==> config.mk <==
export PLATFORM = sky130hd
export DESIGN_NAME = yl3_cell
export DESIGN_NICKNAME = d
export VERILOG_FILES = /design/src/hdl/yl3_pkg.sv /design/src/hdl/yl3_cell.sv
export SDC_FILE = /design/constraint.sdc
export NUM_CORES = 1
export LEC_CHECK = 0
export BUFFER_PORTS_ARGS = -buffer_cell sky130_fd_sc_hd__buf_4
export CORE_ASPECT_RATIO = 1.4
export CORE_MARGIN = 3
export CORE_UTILIZATION = 35
export DETAILED_ROUTE_END_ITERATION = 10
export PLACE_DENSITY = 0.51
export SETUP_SLACK_MARGIN = 0.02
export SLEW_MARGIN = 20
export SYNTH_ARGS = -nofsm -noshare
export SYNTH_HDL_FRONTEND = slang
export SYNTH_SLANG_ARGS = --single-unit
==> constraint.sdc <==
create_clock -name aclk -period 7.6 [get_ports aclk]
set_clock_uncertainty 0.1 [all_clocks]
set_input_delay 1.52 -clock aclk [delete_from_list [all_inputs] [get_ports aclk]]
set_output_delay 1.52 -clock aclk [all_outputs]
set_load 0.01 [all_outputs]
==> src/hdl/yl3_pkg.sv <==
// Shared types and constants of the YUY2 luma 3x3 convolution block.
// No dependencies; used by every module under hdl/.
package yl3_pkg;

    // Field and register widths
    localparam int PIX_W        = 8;
    localparam int FRAME_REG_W  = 12;
    localparam int COEF_REG_W   = 36;
    localparam int ROW_W        = 12;
    localparam int CFG_IDX_W    = 3;

    // Tap format: signed, four fraction bits
    localparam int COEF_BITS    = 12;
    localparam int FRAC_BITS    = 4;
    localparam int TAPS         = 3;

    // Arithmetic widths: product, column sum of three, full sum of nine
    localparam int PROD_W       = COEF_BITS + PIX_W + 1;
    localparam int CSUM_W       = PROD_W + 2;
    localparam int TSUM_W       = PROD_W + 4;

    // Default geometry limit for the line stores
    localparam int MAX_WIDTH_DEF = 2048;

    // Register reset values (kernel 0,1,0 / 1,-4,1 / 0,1,0)
    localparam logic [FRAME_REG_W-1:0] WIDTH_RST  = 12'd1920;
    localparam logic [FRAME_REG_W-1:0] HEIGHT_RST = 12'd1080;
    localparam logic [COEF_REG_W-1:0]  COEF_TOP_RST = 36'h000010000;
    localparam logic [COEF_REG_W-1:0]  COEF_MID_RST = 36'h010FC0010;
    localparam logic [COEF_REG_W-1:0]  COEF_BOT_RST = 36'h000010000;

    // Register indexes on the configuration port
    typedef enum logic [CFG_IDX_W-1:0] {
        CFG_WIDTH    = 3'd0,
        CFG_HEIGHT   = 3'd1,
        CFG_COEF_TOP = 3'd2,
        CFG_COEF_MID = 3'd3,
        CFG_COEF_BOT = 3'd4
    } cfg_idx_t;

    typedef logic [PIX_W-1:0]            pix_t;
    typedef logic signed [COEF_BITS-1:0] coef_t;
    typedef logic signed [CSUM_W-1:0]    csum_t;

    // One window column: index 0 row above, 1 current row, 2 row below
    typedef pix_t [TAPS-1:0] col_vec_t;

    // Per-stage enables handed to the window cells
    typedef struct packed {
        logic win_en;
        logic prod_en;
        logic sum_en;
    } cell_ctl_t;

    // Result bookkeeping captured with each released result at the fetch
    typedef struct packed {
        logic       first_col;
        logic       frame_end;
        logic [1:0] top_sel;
        logic [1:0] mid_sel;
        logic [1:0] bot_sel;
    } meta_t;

endpackage

==> src/hdl/yl3_cell.sv <==
// One column cell of the 3x3 window: holds a column of three pixels,
// multiplies it by its three taps and sums the column. Depends on yl3_pkg.
module yl3_cell (
    input  logic                aclk,
    input  yl3_pkg::cell_ctl_t  ctl,
    input  yl3_pkg::col_vec_t   vec_in,
    input  yl3_pkg::coef_t      taps [3],
    output yl3_pkg::col_vec_t   vec,
    output yl3_pkg::csum_t      col_sum
);

    yl3_pkg::col_vec_t                        vec_reg;
    logic signed [yl3_pkg::PROD_W-1:0]        prod_reg [3];
    yl3_pkg::csum_t                           sum_reg;

    // window column, loaded from the neighbor or from the line stores
    always_ff @(posedge aclk) begin
        if (ctl.win_en) begin
            vec_reg <= vec_in;
        end
    end

    // tap products, pixel taken as a non-negative signed value
    always_ff @(posedge aclk) begin
        if (ctl.prod_en) begin
            for (int i = 0; i < 3; i++) begin
                prod_reg[i] <= yl3_pkg::PROD_W'(taps[i]) *
                               yl3_pkg::PROD_W'($signed({1'b0, vec_reg[i]}));
            end
        end
    end

    // column sum
    always_ff @(posedge aclk) begin
        if (ctl.sum_en) begin
            sum_reg <= yl3_pkg::CSUM_W'(prod_reg[0]) + yl3_pkg::CSUM_W'(prod_reg[1])
                     + yl3_pkg::CSUM_W'(prod_reg[2]);
        end
    end

    assign vec     = vec_reg;
    assign col_sum = sum_reg;

endmodule

==> insert_results.sql <==
INSERT INTO impl_metrics (metric_group, metric, value, unit) VALUES
('synth', 'synth_enable_flop_cells', '110', ''),
('routing', 'final_antenna_net_count', '0', ''),
('placed_design', 'placedCellCount', '2186', ''),
('synth', 'syn-instance-count', '1553', ''),
('global_routing', 'grt_use_total', '14.84', '%'),
('cts', 'htree_num_levels', '3', ''),
('cts', 'clkSinkCount', '110', ''),
('routing', 'drt_first_iter_violations', '396', ''),
('synth', 'synth.ff_latch_count', '110', ''),
('critical_path', 'crit_path_end_kind', 'flop', ''),
('placed_design', 'routability_driven_placement_congestion_ratio', '0.8088', ''),
('critical_path', 'cp-start-kind', 'primary input', ''),
('layout', 'largest_register_ffs', '63', ''),
('layout', 'area_growth', '11.18', '%'),
('placed_design', 'count_of_port_buffers_added_during_placement', '110', ''),
('floorplan', 'floorplan.rows', '90', ''),
('floorplan', 'die-width', '183.6', 'um'),
('global_routing', 'globalRoute.totalOverflow', '0', ''),
('floorplan', 'design.core.area', '43350', 'um2'),
('sta', 'timing.hold.ws', '0.6464', 'ns'),
('critical_path', 'crit_arrival', '5.72', 'ns'),
('run_status', 'status', 'finished, final reports clean', ''),
('floorplan', 'initial_utilization', '35.64', '%'),
('layout', 'design.final.nets', '2112', ''),
('global_routing', 'maximum_number_of_pins_on_one_net_before_global_route_repair', '64', ''),
('cts', 'post_cts_hold_buffers', '0', ''),
('power_and_ir_drop', 'p_total', '8.168', 'mW'),
('synth', 'post_synth_main_area_contributors', 'sky130_fd_sc_hd__fa_1 33%, sky130_fd_sc_hd__edfxtp_1 21%, sky130_fd_sc_hd__ha_1 12%', ''),
('routing', 'drc', '0', ''),
('critical_path', 'worstPathRequired', '7.64', 'ns'),
('synth', 'synth_area_per_cell', '9.950', 'um2'),
('global_routing', 'first_global_vias', '10930', ''),
('sta', 'relative_max_transition_margin', '43.39', '%'),
('layout', 'ant_diodes', '0', ''),
('cts', 'cts_setup_buffers', '0', ''),
('sta', 'grt_setup_unrepaired', 'false', ''),
('sta', 'transition_time_at_the_pin_with_the_least_slew_margin', '0.8492', 'ns'),
('cts', 'cts.path.max_buffers', '2', ''),
('sta', 'clock.fmax', '176.1', 'MHz'),
('placed_design', 'hpwl', '27.80', 'mm'),
('synth', 'synth_ff_type', 'sky130_fd_sc_hd__edfxtp_1', ''),
('sta', 'min_period_over_period', '74.71', '%'),
('placed_design', 'dp_worst_setup_slack', '1.479', 'ns'),
('sta', 'finalWorstSetupSlack', '1.922', 'ns'),
('layout', 'ratio_of_cells_with_drive_above_1_in_the_final_layout', '8.121', '%'),
('placed_design', 'dpl-instance-area', '16860', 'um2'),
('layout', 'final_util', '39.63', '%'),
('critical_path', 'timing.critical_path.fanout_max', '8', ''),
('routing', 'wirelength', '32.97', 'mm'),
('sta', 'finalSetupViolations', '0', ''),
('sta', 'tns', '0', 'ns'),
('synth', 'synth_largest_area_cell', 'sky130_fd_sc_hd__fa_1', ''),
('routing', 'drt_pre_antenna_iters', '4', ''),
('sta', 'timing.final.crit_period', '5.678', 'ns'),
('floorplan', 'die_height', '254.6', 'um'),
('cts', 'tritoncts_clock_tree', 'yes', ''),
('layout', 'seq_area', '3303', 'um2'),
('synth', 'synth.top_cell.area_share', '33.17', '%'),
('floorplan', 'die_area', '46740', 'um2'),
('global_routing', 'antenna_found_initial', '0', ''),
('power_and_ir_drop', 'power.leakage', '8.464', 'nW'),
('layout', 'finalNonFillerCells', '2202', ''),
('min_path', 'hold_path.class', 'reg2reg', ''),
('sta', 'final_hold_viol_count', '0', ''),
('routing', 'route.detailed.vias_per_inst', '4.710', ''),
('synth', 'postSynthNetCount', '2020', ''),
('global_routing', 'grt_first_pass_wirelength', '54.83', 'mm'),
('cts', 'cts_repair_resizes', '0', ''),
('layout', 'finish.instance_area', '17180', 'um2'),
('power_and_ir_drop', 'cellPowerDensity', '475.4', 'nW/um2'),
('synth', 'yosysUniqueCellTypes', '52', '');
==> power breakdown <==
group / switching, mW / total (mW) / leakage, nW / internal [mW]
clock: 0.267 / 0.532 / 0.155 / 0.265
combinational: 3.44 / 6.15 / 7.23 / 2.71
sequential: 0.184 / 1.49 / 1.08 / 1.30
total: 3.89 / 8.17 / 8.46 / 4.28
==> logic make-up (layout without fill, tap and decap cells) <==
kind of cell	Yosys count	in the layout	share of synthesized area, %
compound gates	147	147	6.437
xor+xnor	72	72	4.081
fa+ha+maj	403	403	45.07
buf+inv	421	518	10.23
flops	110	110	21.38
mux	1	1	0.06478
simple gates	399	399	12.75
==> synthesized netlist by cell type, drive strengths merged, types with 5 or more instances <==
| cell type | n |
|---|---|
| inv | 392 |
| fa | 256 |
| nand4 | 5 |
| ha | 147 |
| xor2 | 16 |
| nand3 | 12 |
| nor2 | 41 |
| a21oi | 52 |
| xnor2 | 56 |
| edfxtp | 110 |
| o21ai | 18 |
| a31oi | 5 |
| clkbuf | 29 |
| nor3 | 10 |
| o21a | 10 |
| o21bai | 9 |
| nor2b | 7 |
| nand2 | 165 |
| and2 | 142 |
| a21o | 20 |
==> layer usage <==
| layer | wire length [um] | vias to the layer above | global-route usage, % |
|---|---|---|---|
| met3 | 781 | 30 | 1.584 |
| met4 | 584 | 0 | 4.094 |
| met1 | 13630 | 5248 | 18.06 |
| met2 | 17970 | 137 | 27.76 |
| li1 | - | 4956 | - |
| met5 | 0 | - | 0 |
==> final timing paths <==
path / startpoint / slack [ns] / to / cells past startpoint
setup / recovery: taps[31] / 1.92 / prod_reg[0][18]$_DFFE_PP_ / 17
hold / removal: prod_reg[0][22]$_DFFE_PP_ / 0.65 / col_sum[1]$_DFFE_PP_ / 2
hold reg to reg: prod_reg[0][22]$_DFFE_PP_ / 0.65 / col_sum[1]$_DFFE_PP_ / 2
setup reg to reg: vec[0]$_DFFE_PP_ / 2.43 / prod_reg[0][20]$_DFFE_PP_ / 15
==> layout by cell type, fill, tap and decap left out, types with 3 or more instances in the layout <==
master                      count
sky130_fd_sc_hd__o21ai_1        3
sky130_fd_sc_hd__a21o_1        20
sky130_fd_sc_hd__inv_1        392
sky130_fd_sc_hd__a21oi_1       47
sky130_fd_sc_hd__nand3_1       12
sky130_fd_sc_hd__a211oi_1       4
sky130_fd_sc_hd__xnor2_1       56
sky130_fd_sc_hd__and2_1       142
sky130_fd_sc_hd__clkbuf_16      9
sky130_fd_sc_hd__nor2_1        41
sky130_fd_sc_hd__and3_1         4
sky130_fd_sc_hd__o21ai_0       14
sky130_fd_sc_hd__nand2_1      165
sky130_fd_sc_hd__fa_1         256
sky130_fd_sc_hd__o31a_1         3
sky130_fd_sc_hd__buf_4        110
sky130_fd_sc_hd__o211ai_1       4
sky130_fd_sc_hd__nor4_1         3
sky130_fd_sc_hd__a31oi_1        5
sky130_fd_sc_hd__nand4_1        5
sky130_fd_sc_hd__ha_1         147
sky130_fd_sc_hd__nor2b_1        7
sky130_fd_sc_hd__o31ai_1        4
sky130_fd_sc_hd__and4_1         3
sky130_fd_sc_hd__o21bai_1       9
sky130_fd_sc_hd__xor2_1        16
sky130_fd_sc_hd__edfxtp_1     110
sky130_fd_sc_hd__nor3_1        10
sky130_fd_sc_hd__o21a_1        10
sky130_fd_sc_hd__a21oi_2        5
==> cell type report <==
cell class                 instances  area share [%]
clock buffer                       9           1.311
clock inverter                     7          0.5535
inverter                         392           8.565
multi-input combinational       1022           61.52
sequential                       110           19.23
tap                              552           4.020
timing repair buffer             110           4.807
==> worst max-delay path, cell delays in order <==
cell	delay, ns
sky130_fd_sc_hd__buf_4	0.13
sky130_fd_sc_hd__nand2_1	0.08
sky130_fd_sc_hd__fa_1	0.56
sky130_fd_sc_hd__inv_1	0.05
sky130_fd_sc_hd__fa_1	0.52
sky130_fd_sc_hd__inv_1	0.06
sky130_fd_sc_hd__fa_1	0.49
sky130_fd_sc_hd__fa_1	0.49
sky130_fd_sc_hd__inv_1	0.04
sky130_fd_sc_hd__ha_1	0.32
sky130_fd_sc_hd__o21a_1	0.19
sky130_fd_sc_hd__o31a_1	0.13
sky130_fd_sc_hd__nor4_1	0.34
sky130_fd_sc_hd__o31a_1	0.31
sky130_fd_sc_hd__o2111ai_1	0.15
sky130_fd_sc_hd__a21o_1	0.20
sky130_fd_sc_hd__xor2_1	0.13
Note: power is estimated with default switching activity, not from simulation.
